<file path="src/rtl/pgh_pkg.sv">
// Shared types and constants of the prefetch global history table.
package pgh_pkg;

	// Operation codes on the func field
	localparam logic FUNC_LOOKUP = 1'b0;
	localparam logic FUNC_UPDATE = 1'b1;

	// Field widths
	localparam int unsigned OFF_W   = 6;
	localparam int unsigned SIG_W   = 12;
	localparam int unsigned CONF_W  = 7;
	localparam int unsigned DELTA_W = 7;
	localparam int unsigned WAY_W   = 3;

	// Highest confidence; entries at this level are never replaced
	localparam logic [CONF_W-1:0] CONF_MAX = 7'd100;

	// Controller to datapath commands
	typedef struct packed {
		logic load;    // capture a new input beat, restart the scan
		logic scan;    // examine the current entry, advance the index
		logic finish;  // write the table and load the output register
	} cmd_t;

	// Datapath to controller status
	typedef struct packed {
		logic scan_last; // the scan index sits on the last entry
	} status_t;

endpackage

</file>
<file path="src/rtl/pgh_ctrl.sv">
// Controller of the prefetch global history table: sequences capture, scan and finish.
module pgh_ctrl (
	input  logic             clk,
	input  logic             arst_n,
	input  logic             in_valid,
	output logic             in_ready,
	output logic             out_valid,
	input  logic             out_ready,
	output pgh_pkg::cmd_t    cmd,
	input  pgh_pkg::status_t status
);

	localparam logic [1:0] ST_IDLE   = 2'd0;
	localparam logic [1:0] ST_SCAN   = 2'd1;
	localparam logic [1:0] ST_FINISH = 2'd2;

	logic [1:0] state_q;
	logic [1:0] state_d;
	logic       out_valid_q;
	logic       slot_free;

	// Output slot is free when empty or being drained this cycle
	assign slot_free = !out_valid_q || out_ready;
	assign in_ready  = (state_q == ST_IDLE);
	assign out_valid = out_valid_q;

	// Next state and commands
	always_comb begin
		state_d    = state_q;
		cmd.load   = 1'b0;
		cmd.scan   = 1'b0;
		cmd.finish = 1'b0;
		unique case (state_q)
			ST_IDLE: begin
				if (in_valid) begin
					cmd.load = 1'b1;
					state_d  = ST_SCAN;
				end
			end
			ST_SCAN: begin
				cmd.scan = 1'b1;
				if (status.scan_last) begin
					state_d = ST_FINISH;
				end
			end
			ST_FINISH: begin
				if (slot_free) begin
					cmd.finish = 1'b1;
					state_d    = ST_IDLE;
				end
			end
			default: begin
				state_d = ST_IDLE;
			end
		endcase
	end

	// Hold state and output valid
	always_ff @(posedge clk or negedge arst_n) begin
		if (!arst_n) begin
			state_q     <= ST_IDLE;
			out_valid_q <= 1'b0;
		end else begin
			state_q <= state_d;
			if (cmd.finish) begin
				out_valid_q <= 1'b1;
			end else if (out_ready) begin
				out_valid_q <= 1'b0;
			end
		end
	end

endmodule

</file>
<file path="src/rtl/pgh_dpath.sv">
// Datapath of the prefetch global history table: entry storage, scan trackers, result register.
module pgh_dpath #(
	parameter int unsigned ENTRIES = 8
) (
	input  logic                                clk,
	input  logic                                arst_n,
	input  pgh_pkg::cmd_t                       cmd,
	output pgh_pkg::status_t                    status,
	input  logic                                func,
	input  logic [pgh_pkg::OFF_W-1:0]           blk_offset,
	input  logic [pgh_pkg::SIG_W-1:0]           signature,
	input  logic [pgh_pkg::CONF_W-1:0]          conf_in,
	input  logic signed [pgh_pkg::DELTA_W-1:0]  delta_in,
	output logic                                hit,
	output logic [pgh_pkg::WAY_W-1:0]           way,
	output logic                                dropped,
	output logic [pgh_pkg::SIG_W-1:0]           found_sig,
	output logic [pgh_pkg::CONF_W-1:0]          found_conf,
	output logic signed [pgh_pkg::DELTA_W-1:0]  found_delta
);

	localparam int unsigned IW = $clog2(ENTRIES);
	localparam logic [IW-1:0] LAST_IDX = IW'(ENTRIES - 1);

	// Entry storage
	logic                          valid_q [ENTRIES];
	logic [pgh_pkg::CONF_W-1:0]    conf_q  [ENTRIES];
	logic [pgh_pkg::SIG_W-1:0]     sig_q   [ENTRIES];
	logic [pgh_pkg::OFF_W-1:0]     off_q   [ENTRIES];
	logic [pgh_pkg::DELTA_W-1:0]   delta_q [ENTRIES];

	// Captured request
	logic                          func_q;
	logic [pgh_pkg::OFF_W-1:0]     req_off_q;
	logic [pgh_pkg::SIG_W-1:0]     req_sig_q;
	logic [pgh_pkg::CONF_W-1:0]    req_conf_q;
	logic [pgh_pkg::DELTA_W-1:0]   req_delta_q;

	// Scan trackers
	logic [IW-1:0]                 idx_q;
	logic                          found_q;
	logic [IW-1:0]                 match_way_q;
	logic [pgh_pkg::CONF_W-1:0]    best_q;
	logic [pgh_pkg::SIG_W-1:0]     best_sig_q;
	logic [pgh_pkg::DELTA_W-1:0]   best_delta_q;
	logic                          vic_ok_q;
	logic [IW-1:0]                 vic_way_q;
	logic [pgh_pkg::CONF_W-1:0]    min_q;

	// Entry under scan
	logic                          e_valid;
	logic [pgh_pkg::CONF_W-1:0]    e_conf;
	logic [pgh_pkg::SIG_W-1:0]     e_sig;
	logic [pgh_pkg::OFF_W-1:0]     e_off;
	logic [pgh_pkg::DELTA_W-1:0]   e_delta;
	logic                          e_match;

	// Table write and result
	logic                          wr_en;
	logic                          wr_alloc;
	logic [IW-1:0]                 wr_idx;
	logic                          res_hit;
	logic                          res_dropped;
	logic [IW-1:0]                 res_idx;
	logic [IW+pgh_pkg::WAY_W-1:0]  res_idx_ext;

	logic [pgh_pkg::CONF_W-1:0]    conf_sat;

	// Output register
	logic                          hit_q;
	logic [pgh_pkg::WAY_W-1:0]     way_q;
	logic                          dropped_q;
	logic [pgh_pkg::SIG_W-1:0]     fsig_q;
	logic [pgh_pkg::CONF_W-1:0]    fconf_q;
	logic [pgh_pkg::DELTA_W-1:0]   fdelta_q;

	assign status.scan_last = (idx_q == LAST_IDX);

	assign conf_sat = (conf_in > pgh_pkg::CONF_MAX) ? pgh_pkg::CONF_MAX : conf_in;

	assign e_valid = valid_q[idx_q];
	assign e_conf  = conf_q[idx_q];
	assign e_sig   = sig_q[idx_q];
	assign e_off   = off_q[idx_q];
	assign e_delta = delta_q[idx_q];
	assign e_match = (e_off == req_off_q);

	// Capture the request and walk the entries
	always_ff @(posedge clk or negedge arst_n) begin
		if (!arst_n) begin
			idx_q <= '0;
		end else if (cmd.load) begin
			idx_q <= '0;
		end else if (cmd.scan && !status.scan_last) begin
			idx_q <= idx_q + 1'b1;
		end
	end

	always_ff @(posedge clk) begin
		if (cmd.load) begin
			func_q       <= func;
			req_off_q    <= blk_offset;
			req_sig_q    <= signature;
			req_conf_q   <= conf_sat;
			req_delta_q  <= delta_in;
			found_q      <= 1'b0;
			match_way_q  <= '0;
			best_q       <= '0;
			best_sig_q   <= '0;
			best_delta_q <= '0;
			vic_ok_q     <= 1'b0;
			vic_way_q    <= '0;
			min_q        <= pgh_pkg::CONF_MAX;
		end else if (cmd.scan) begin
			if (func_q == pgh_pkg::FUNC_LOOKUP) begin
				// Keep the strongest match; ties keep the lower index
				if (e_match && (e_conf > best_q)) begin
					found_q      <= 1'b1;
					match_way_q  <= idx_q;
					best_q       <= e_conf;
					best_sig_q   <= e_sig;
					best_delta_q <= e_delta;
				end
			end else if (!found_q) begin
				// First valid entry with the same offset wins, else track the weakest
				if (e_valid && e_match) begin
					found_q     <= 1'b1;
					match_way_q <= idx_q;
				end else if (e_conf < min_q) begin
					vic_ok_q  <= 1'b1;
					vic_way_q <= idx_q;
					min_q     <= e_conf;
				end
			end
		end
	end

	// Decide the table write and the result
	always_comb begin
		wr_en       = 1'b0;
		wr_alloc    = 1'b0;
		wr_idx      = match_way_q;
		res_hit     = found_q;
		res_dropped = 1'b0;
		res_idx     = found_q ? match_way_q : '0;
		if (func_q == pgh_pkg::FUNC_UPDATE) begin
			if (found_q) begin
				wr_en = 1'b1;
			end else if (vic_ok_q) begin
				wr_en    = 1'b1;
				wr_alloc = 1'b1;
				wr_idx   = vic_way_q;
				res_idx  = vic_way_q;
			end else begin
				res_dropped = 1'b1;
			end
		end
	end

	assign res_idx_ext = (IW + pgh_pkg::WAY_W)'(res_idx);

	// Update entries; valid and confidence clear at reset
	always_ff @(posedge clk or negedge arst_n) begin
		if (!arst_n) begin
			for (int i = 0; i < ENTRIES; i++) begin
				valid_q[i] <= 1'b0;
				conf_q[i]  <= '0;
			end
		end else if (cmd.finish && wr_en) begin
			conf_q[wr_idx] <= req_conf_q;
			if (wr_alloc) begin
				valid_q[wr_idx] <= 1'b1;
			end
		end
	end

	always_ff @(posedge clk) begin
		if (cmd.finish && wr_en) begin
			sig_q[wr_idx]   <= req_sig_q;
			delta_q[wr_idx] <= req_delta_q;
			if (wr_alloc) begin
				off_q[wr_idx] <= req_off_q;
			end
		end
	end

	// Load the output register
	always_ff @(posedge clk) begin
		if (cmd.finish) begin
			hit_q     <= res_hit;
			way_q     <= res_idx_ext[pgh_pkg::WAY_W-1:0];
			dropped_q <= res_dropped;
			if (func_q == pgh_pkg::FUNC_LOOKUP) begin
				fsig_q   <= best_sig_q;
				fconf_q  <= best_q;
				fdelta_q <= best_delta_q;
			end else begin
				fsig_q   <= '0;
				fconf_q  <= '0;
				fdelta_q <= '0;
			end
		end
	end

	assign hit         = hit_q;
	assign way         = way_q;
	assign dropped     = dropped_q;
	assign found_sig   = fsig_q;
	assign found_conf  = fconf_q;
	assign found_delta = fdelta_q;

endmodule

</file>
<file path="src/rtl/prefetch_global_history_table.sv">
// Top level of the prefetch global history table of a signature path prefetcher.
//
// Usage:
//   Input channel (in_valid/in_ready) carries one request beat: func selects a
//   lookup by blk_offset or an update that refreshes or inserts an entry with
//   signature, conf_in (saturated to 100) and delta_in.
//   Output channel (out_valid/out_ready) returns exactly one result beat per
//   request: hit, way, dropped and, for a lookup, the found entry's fields.
// Sequence:
//   A request is captured at the accepting edge, then the shared compare
//   unit walks the table entry by entry, and a finish step writes the entry
//   and loads the output register. A new request is accepted only in the
//   idle state after that finish step, never while one is being scanned.
// Reset:
//   arst_n clears all valid bits and confidences; the table reads as empty.
// Stall:
//   A held result stays in the output register while the next request is
//   accepted and scanned; that request waits in its final cycle until the
//   output register is taken.
module prefetch_global_history_table #(
	parameter int unsigned ENTRIES = 8
) (
	input  logic                                clk,
	input  logic                                arst_n,
	input  logic                                in_valid,
	output logic                                in_ready,
	input  logic                                func,
	input  logic [pgh_pkg::OFF_W-1:0]           blk_offset,
	input  logic [pgh_pkg::SIG_W-1:0]           signature,
	input  logic [pgh_pkg::CONF_W-1:0]          conf_in,
	input  logic signed [pgh_pkg::DELTA_W-1:0]  delta_in,
	output logic                                out_valid,
	input  logic                                out_ready,
	output logic                                hit,
	output logic [pgh_pkg::WAY_W-1:0]           way,
	output logic                                dropped,
	output logic [pgh_pkg::SIG_W-1:0]           found_sig,
	output logic [pgh_pkg::CONF_W-1:0]          found_conf,
	output logic signed [pgh_pkg::DELTA_W-1:0]  found_delta
);

	pgh_pkg::cmd_t    cmd;
	pgh_pkg::status_t status;

	// Sequence each beat
	pgh_ctrl u_ctrl (
		.clk       (clk),
		.arst_n    (arst_n),
		.in_valid  (in_valid),
		.in_ready  (in_ready),
		.out_valid (out_valid),
		.out_ready (out_ready),
		.cmd       (cmd),
		.status    (status)
	);

	// Store entries and form results
	pgh_dpath #(
		.ENTRIES (ENTRIES)
	) u_dpath (
		.clk         (clk),
		.arst_n      (arst_n),
		.cmd         (cmd),
		.status      (status),
		.func        (func),
		.blk_offset  (blk_offset),
		.signature   (signature),
		.conf_in     (conf_in),
		.delta_in    (delta_in),
		.hit         (hit),
		.way         (way),
		.dropped     (dropped),
		.found_sig   (found_sig),
		.found_conf  (found_conf),
		.found_delta (found_delta)
	);

endmodule

</file>
<file path="config.mk">
export PLATFORM = sky130hd
export DESIGN_NAME = prefetch_global_history_table
export DESIGN_NICKNAME = d
export VERILOG_FILES = /design/src/rtl/pgh_pkg.sv /design/src/rtl/pgh_ctrl.sv /design/src/rtl/pgh_dpath.sv /design/src/rtl/prefetch_global_history_table.sv
export SDC_FILE = /design/constraint.sdc
export NUM_CORES = 1
export LEC_CHECK = 0
export CELL_PAD_IN_SITES_DETAIL_PLACEMENT = 1
export CELL_PAD_IN_SITES_GLOBAL_PLACEMENT = 1
export CORE_MARGIN = 4
export CORE_UTILIZATION = 35
export CTS_BUF_LIST = sky130_fd_sc_hd__clkbuf_8
export CTS_CLUSTER_DIAMETER = 100
export DETAILED_ROUTE_END_ITERATION = 7
export DONT_BUFFER_PORTS = 1
export PLACE_DENSITY_LB_ADDON = 0.3
export SYNTH_ARGS = -nofsm -noshare
export SYNTH_HDL_FRONTEND = slang
export SYNTH_SLANG_ARGS = --single-unit
</file>
<file path="constraint.sdc">
create_clock -name clk -period 7.2 [get_ports clk]
set_clock_uncertainty 0.1 [all_clocks]
set_input_delay 0.36 -clock clk [delete_from_list [all_inputs] [get_ports clk]]
set_output_delay 0.36 -clock clk [all_outputs]
set_load 0.1 [all_outputs]
</file>
Word level (Yosys, flattened, before mapping)
Memory sizes are Yosys's and may differ from the RTL's. A register that Yosys moved wholly into a read port is not among the register bits.
Index checks and enable logic that the tools add are counted.

word-level totals
  register bits after elaboration = 156
  latch bits = 0
  bits in writable memories = 200
  memory bits (read-only) = 0
  output and inout bits = 33
  logic and storage cells = 130
  memories = 3

memory list
  name             words  bits a word  rd ports  clocked after Yosys merged registers in  write ports  RTL line         text
  u_dpath.sig_q    8      12           1         1                                        1            pgh_dpath.sv:28  logic [pgh_pkg::SIG_W-1:0] sig_q [ENTRIES];
  u_dpath.delta_q  8      7            1         1                                        1            pgh_dpath.sv:30  logic [pgh_pkg::DELTA_W-1:0] delta_q [ENTRIES];
  u_dpath.off_q    8      6            1         0                                        1            pgh_dpath.sv:29  logic [pgh_pkg::OFF_W-1:0] off_q [ENTRIES];

operators by class
  $add $sub $neg = 1
  multipliers = 0
  div/mod/pow operators = 0
  $lt $le $gt $ge = 6
  equal/unequal tests = 9
  shift operators = 0
  multiplexer cells = 50
  bitwise gates (word level) = 6
  reductions and logical operators = 19

operators by type and width
  kind                number
  $bwmux 56           1
  $mux 3              13
  $mux 1              25
  $bmux 7 s3          1
  $demux 7 s3         1
  $mux 7              3
  $ge 4x4->1 const B  2
  $not 3->4           2
  $or 8x8->8          1
  $gt 7x7->1          1
  $gt 7x7->1 const B  1
  $lt 7x7->1          1
  $eq 6x6->1          1
  $mux 2              3
  $ne 2x2->1 const B  3
  $pmux 2 s3          1
  $reduce_and 3->1    2
  $reduce_bool 2->1   3
  $logic_and 1x1->1   5
  $reduce_and 5->1    1
  $lt 4x1->1 const B  1
  $ne 2x1->1 const B  2
  $reduce_and 2->1    2
  $reduce_and 4->1    1
  11 further kinds    14

Longest topological paths before layout
  depth in word-level cells = 9
  depth in mapped cells = 16
  mapped depth without buffers = 10

Hierarchy
From an unflattened synthesis, not the netlist that was laid out.

unflattened totals
  cell total of the unflattened synthesis = 868
  area total of the unflattened synthesis = 15025.7 µm²

by module, submodules not included
  module     instances  cells each  area each (µm²)  seq. area each (µm²)
  pgh_dpath  1          854         14866.8          10425.0
  pgh_ctrl   1          14          158.9            75.1

Worst setup path before layout
Ideal clock, no wire load.

  path type = reg2reg
  from = reg u_ctrl.out_valid_q (netlist: u_ctrl.out_valid)
  to = reg u_dpath.conf_q[35] (netlist bit)
  library setup time = 0.125 ns
  arrival = 4.532 ns
  slack = 2.444 ns
  stages on the path, launching flop included = 6
  period minus slack after synthesis = 4.756 ns
  path through = dfrtp_1 -> nand2b_1 -> nor2b_1 -> nand3_1 -> nor2_1 -> mux2_2

RTL lines
  what                             RTL line          text
  from (decl)                      pgh_ctrl.sv:19    logic out_valid_q;
  from (signal assigned)           pgh_ctrl.sv:62    out_valid_q <= 1'b0;
  from (signal assigned)           pgh_ctrl.sv:66    out_valid_q <= 1'b1;
  from (signal assigned)           pgh_ctrl.sv:68    out_valid_q <= 1'b0;
  to (signal, indexed assignment)  pgh_dpath.sv:170  conf_q[wr_idx] <= req_conf_q;
  to (decl)                        pgh_dpath.sv:27   logic [pgh_pkg::CONF_W-1:0] conf_q [ENTRIES];

Worst setup path after layout
  from = reg u_dpath.idx_q[0]
  to = reg u_dpath.best_delta_q[6] (netlist bit), read port of u_dpath.delta_q

on the way
  word-level cells in the longest chain between the ends = 7

RTL lines
  what                                       RTL line          text
  from (decl)                                pgh_dpath.sv:40   logic [IW-1:0] idx_q;
  from (signal assigned)                     pgh_dpath.sv:95   idx_q <= idx_q + 1'b1;
  $not 3->4 (implied by the code)            pgh_dpath.sv:82   assign e_conf = conf_q[idx_q];
  $bmux 7 s3                                 pgh_dpath.sv:82
  $mux 7 (implied by the code) (2 in a row)  pgh_dpath.sv:82
  net u_dpath.e_conf, one bit                pgh_dpath.sv:52   logic [pgh_pkg::CONF_W-1:0] e_conf;
  $gt 7x7->1                                 pgh_dpath.sv:117  if (e_match && (e_conf > best_q)) begin
  $logic_and 1x1->1                          pgh_dpath.sv:117
  $reduce_and 3->1 (no source line)          -
  to (decl)                                  pgh_dpath.sv:45   logic [pgh_pkg::DELTA_W-1:0] best_delta_q;

The timed path passes the listed nets, and every way through them passes these cells. The select of a mux whose other input is x is not followed.
A chain may end at the register's enable or synchronous reset.

==> results by stage <==
Min path:
- The class of the most critical hold timing path is in -> reg.

Floorplan:
- The x dimension of the die is around 210 um.
- The top-level port count is 70.
- The initial core utilization is 0.355.
- In this run the standard cell core region covers between 0.04 and 0.05 mm2.
- The die outline area is 0.0459 mm2.
- Row generation in the floorplan step produced between 70 and 80 rows.
- The chip height is approximately 210 um.

Detailed routing:
- The final routed wirelength across all metal layers is roughly 32000 um.
- The violation count after the first detailed-routing iteration is 422.
- The number of vias in the routed layout is approximately 7.6k.
- In the final routed layout, each cell accounts on average for about 21 um.
- Dividing the detail-routed via count by the number of cells gives about 5.0.
- The remaining number of nets flagged by the antenna check after routing is 0.
- For this run, design rule violations remaining after detail routing come to 0.
- The number of iterations in the first detailed-routing pass is 4.

Worst setup path:
- The worst setup path is captured at a flop.
- For the worst setup path, the data required time is 7.65 ns.
- In this run the worst path has a maximum fanout of between 40 and 50.
- Data on the critical path arrives at its endpoint at between 4 and 5 ns.
- The category of the worst setup path launch point is a flop.
- The critical path is of the reg -> reg type.

Synth:
- The synthesized area per cell is roughly 17 um2.
- The sequential share of the synthesized area is 0.706.
- Counting flops with an async set or reset pin after synthesis yields a share of 0.187.
- After technology mapping, the gate count stands at ~870.
- Counting every net in the synthesized netlist gives between 900 and 1k.
- The flip-flop and latch count after synthesis is 375.
- The post-synthesis cell area is between 0.01 and 0.015 mm2.
- The count of flip-flops with a built-in enable after synthesis is 264.
- The unique cell type count in the Yosys netlist is between 40 and 50.
- The most used flip-flop cell after synthesis is sky130_fd_sc_hd__edfxtp_1.
- The number of warnings reported in the yosys synthesis log is 0.

Global routing:
- For this run the aggregate overflow at the end of global routing stands at 0.
- The initial antenna violation count is 1.
- The number of global-route vias before repair is 8373.
- The maximum number of pins on one net before global-route repair is 71.
- In the global route stage, overall resource usage came out at 0.142.
- The first-pass GRT wire length is approximately 50000 um.

STA:
- Setup repair after global routing left no endpoint under its margin.
- In the finished design, the share of the clock period the worst path needs comes to 0.607.
- The worst pin sits at a relative slew slack of 0.208.
- The shortest clock period the worst path allows after layout is ~4.4 ns.
- The highest attainable clock frequency is between 0.2 and 0.25 GHz.
- Setup total negative slack on the finished layout was measured at 0 ns.
- The number of slew-limit violations in the final report came to 0.
- The final number of hold-violating endpoints is 0.
- The setup violation total in the final timing report is 0.
- The slew of the pin with the lowest slew margin is about 1.2 ns.

CTS:
- The clock passes through at most 3 buffers.
- The number of hold-repair buffers added at the cts stage is 37.
- TritonCTS built the clock tree.
- The total number of clock tree sinks is 375.
- In this run, CTS created clock tree buffers numbering 59.
- The H-tree generated during clock tree synthesis spans 2 levels.
- The post-CTS repair timing setup buffer count is 0.
- Clock-pin slew was measured on the worst setup and hold paths at 0.06 ns.
- The clock reaches the later pin of the worst-skew pair after roughly 0.64 ns.
- After clock tree synthesis, the repair step resized 0 gates.
- In this run the clock root is driven by a sky130_fd_sc_hd__clkbuf_8.

Run:
- Across the run, the number of max-cap violations was 0.

Pwr:
- The largest voltage drop on the vdd net is approximately 0.12 mV.
- The leakage power is a little over 6 nW.
- The power per cell area is 341 mW/mm2.
- The total power of the final layout is slightly below 6 mW.

Placement:
- At the end of routability-driven placement, the weighted congestion stood at 0.741.
- Once detailed placement completed, the half-perimeter wirelength came to about 20000 um.
- The number of input and output port buffers inserted is 0.

Finish:
- The post-synthesis to final-layout area growth is 14.1%.
- The net count reported at finish is approximately 1000.
- In the final layout, the share of cells above drive strength 1 is 0.248.
- The number of fillers in the final layout is 4115.

Run status:
- The flow ran to the end, and the final reports show no timing, DRC or antenna violations.
[synthesized netlist by cell type (2+ instances only)]
cell type,instances,area share
sky130_fd_sc_hd__and2_1,3,0.0013
sky130_fd_sc_hd__nor2_1,53,0.013
sky130_fd_sc_hd__buf_6,4,0.0030
sky130_fd_sc_hd__nand2_1,20,0.0050
sky130_fd_sc_hd__dfxtp_1,41,0.055
sky130_fd_sc_hd__a22o_1,10,0.0059
sky130_fd_sc_hd__a211oi_1,21,0.011
sky130_fd_sc_hd__and3_1,4,0.0017
sky130_fd_sc_hd__dfrtp_1,70,0.12
sky130_fd_sc_hd__a31oi_1,8,0.0034
sky130_fd_sc_hd__or2_2,12,0.0050
sky130_fd_sc_hd__nand2b_1,8,0.0034
sky130_fd_sc_hd__nor3_1,13,0.0044
sky130_fd_sc_hd__mux2_2,71,0.054
sky130_fd_sc_hd__nand3_1,8,0.0027
sky130_fd_sc_hd__mux2i_1,46,0.031
sky130_fd_sc_hd__ha_1,15,0.013
sky130_fd_sc_hd__a211oi_2,2,0.0017
sky130_fd_sc_hd__buf_2,8,0.0027
sky130_fd_sc_hd__o21ai_0,7,0.0024
sky130_fd_sc_hd__inv_1,22,0.0056
sky130_fd_sc_hd__o31ai_1,6,0.0030
sky130_fd_sc_hd__a22oi_1,5,0.0025
sky130_fd_sc_hd__buf_4,5,0.0025
sky130_fd_sc_hd__or3_1,2,0.00084
sky130_fd_sc_hd__clkbuf_1,20,0.0050
sky130_fd_sc_hd__o22ai_1,6,0.0025
sky130_fd_sc_hd__edfxtp_1,264,0.53
sky130_fd_sc_hd__buf_1,4,0.0010
sky130_fd_sc_hd__mux4_2,54,0.082
sky130_fd_sc_hd__nor2b_1,30,0.013
sky130_fd_sc_hd__a21oi_1,10,0.0034
sky130_fd_sc_hd__nand4_1,3,0.0013
[cell families after synthesis]
kind of cell,after synthesis,share of synthesized area
fa+ha+maj,15,0.0126
flops,375,0.706
buf+inv,63,0.0199
mux,172,0.168
compound gates,80,0.0383
simple gates,161,0.0554
[critical path, stage by stage (launching register included)]
cell                       delay (ns)
sky130_fd_sc_hd__dfrtp_4         0.67
sky130_fd_sc_hd__buf_4           0.64
sky130_fd_sc_hd__mux4_2          0.58
sky130_fd_sc_hd__mux2_2          0.36
sky130_fd_sc_hd__ha_1            0.32
sky130_fd_sc_hd__nand4_1         0.12
sky130_fd_sc_hd__nor2_1          0.06
sky130_fd_sc_hd__nor3_1          0.17
sky130_fd_sc_hd__o31ai_1         0.15
sky130_fd_sc_hd__nor4_4          0.27
sky130_fd_sc_hd__buf_4           0.46
sky130_fd_sc_hd__nor2_1          0.08
sky130_fd_sc_hd__a211oi_1        0.25
[layout make-up]
| class | count | area, um2 | share of cell area |
|---|---|---|---|
| antenna | 1 | 2.50 | 0.000147 |
| clock buffer | 62 | 853 | 0.0503 |
| clock inverter | 46 | 244 | 0.0144 |
| inverter | 22 | 82.6 | 0.00486 |
| multi-input combinational | 428 | 4110 | 0.242 |
| sequential | 375 | 10500 | 0.619 |
| tap | 539 | 674 | 0.0397 |
| timing repair buffer | 52 | 500 | 0.0295 |
[stage by stage]
stage               cell area, um2  cells  hold slack, ns  setup WS [ns]  utilization
floorplan                    14900    866         -0.0356           2.44            -
global placement             15500   1379         -0.0271           2.77        0.369
detailed placement           15500   1379         -0.0270           2.74        0.369
CTS                          17000   1524          0.0359           2.72        0.405
global route                 17000   1525          0.0662           2.41        0.405
finish                       17000   1525          0.0887           2.83        0.405
[final timing paths]
path | start | endpoint | slack (ns) | cells past startpoint
worst max-delay path | u_dpath.idx_q[0] | u_dpath.best_delta_q[6] | 2.83 | 12
worst min-delay path | conf_in[1] | u_dpath.req_conf_q[0] | 0.09 | 3
worst max register to register | u_dpath.idx_q[0] | u_dpath.best_delta_q[6] | 2.83 | 12
worst min register to register | u_dpath.valid_q[2] | u_dpath.valid_q[2] | 0.36 | 1
max in group asynchronous | arst_n | u_dpath.idx_q[0] | 6.49 | 2
min in group asynchronous | arst_n | u_dpath.conf_q[16] | 0.21 | 2
[registers in the layout, summed over array words and instances (netlist names), 8 cells and up]
register	cells
u_dpath.found_sig	12
u_dpath.req_sig_q	12
u_dpath.conf_q	56
u_dpath.delta_q	56
u_dpath.sig_q	96
u_dpath.valid_q	8
u_dpath.off_q	48
u_dpath.best_sig_q	12
[layer usage]
metal,routed length [um],GRT usage,vias to the layer above
li1,-,-,3492
met1,14800,0.189,3926
met2,15700,0.236,111
met3,1120,0.0315,49
met4,597,0.0406,0
met5,0,0,-
[power breakdown]
part           total, mW  switching [mW]  internal [mW]  leakage (nW)
registers           2.80           0.271           2.53          3.68
clock network       1.69           0.824          0.867         0.624
logic               1.30           0.685          0.614          1.86
total               5.79            1.78           4.01          6.16
[cell usage in the layout (no fill, tap or decap), types with 19 or more instances in the layout]
cell / n
sky130_fd_sc_hd__nor2_1: 46
sky130_fd_sc_hd__clkbuf_8: 62
sky130_fd_sc_hd__dlygate4sd3_1: 36
sky130_fd_sc_hd__mux4_2: 54
sky130_fd_sc_hd__inv_1: 38
sky130_fd_sc_hd__a211oi_1: 21
sky130_fd_sc_hd__edfxtp_1: 264
sky130_fd_sc_hd__nor2b_1: 29
sky130_fd_sc_hd__nand2_1: 20
sky130_fd_sc_hd__mux2_2: 71
sky130_fd_sc_hd__mux2i_1: 46
sky130_fd_sc_hd__dfxtp_1: 41
sky130_fd_sc_hd__dfrtp_1: 67
sky130_fd_sc_hd__clkinv_1: 19
Power figures use the tool's default switching activity.
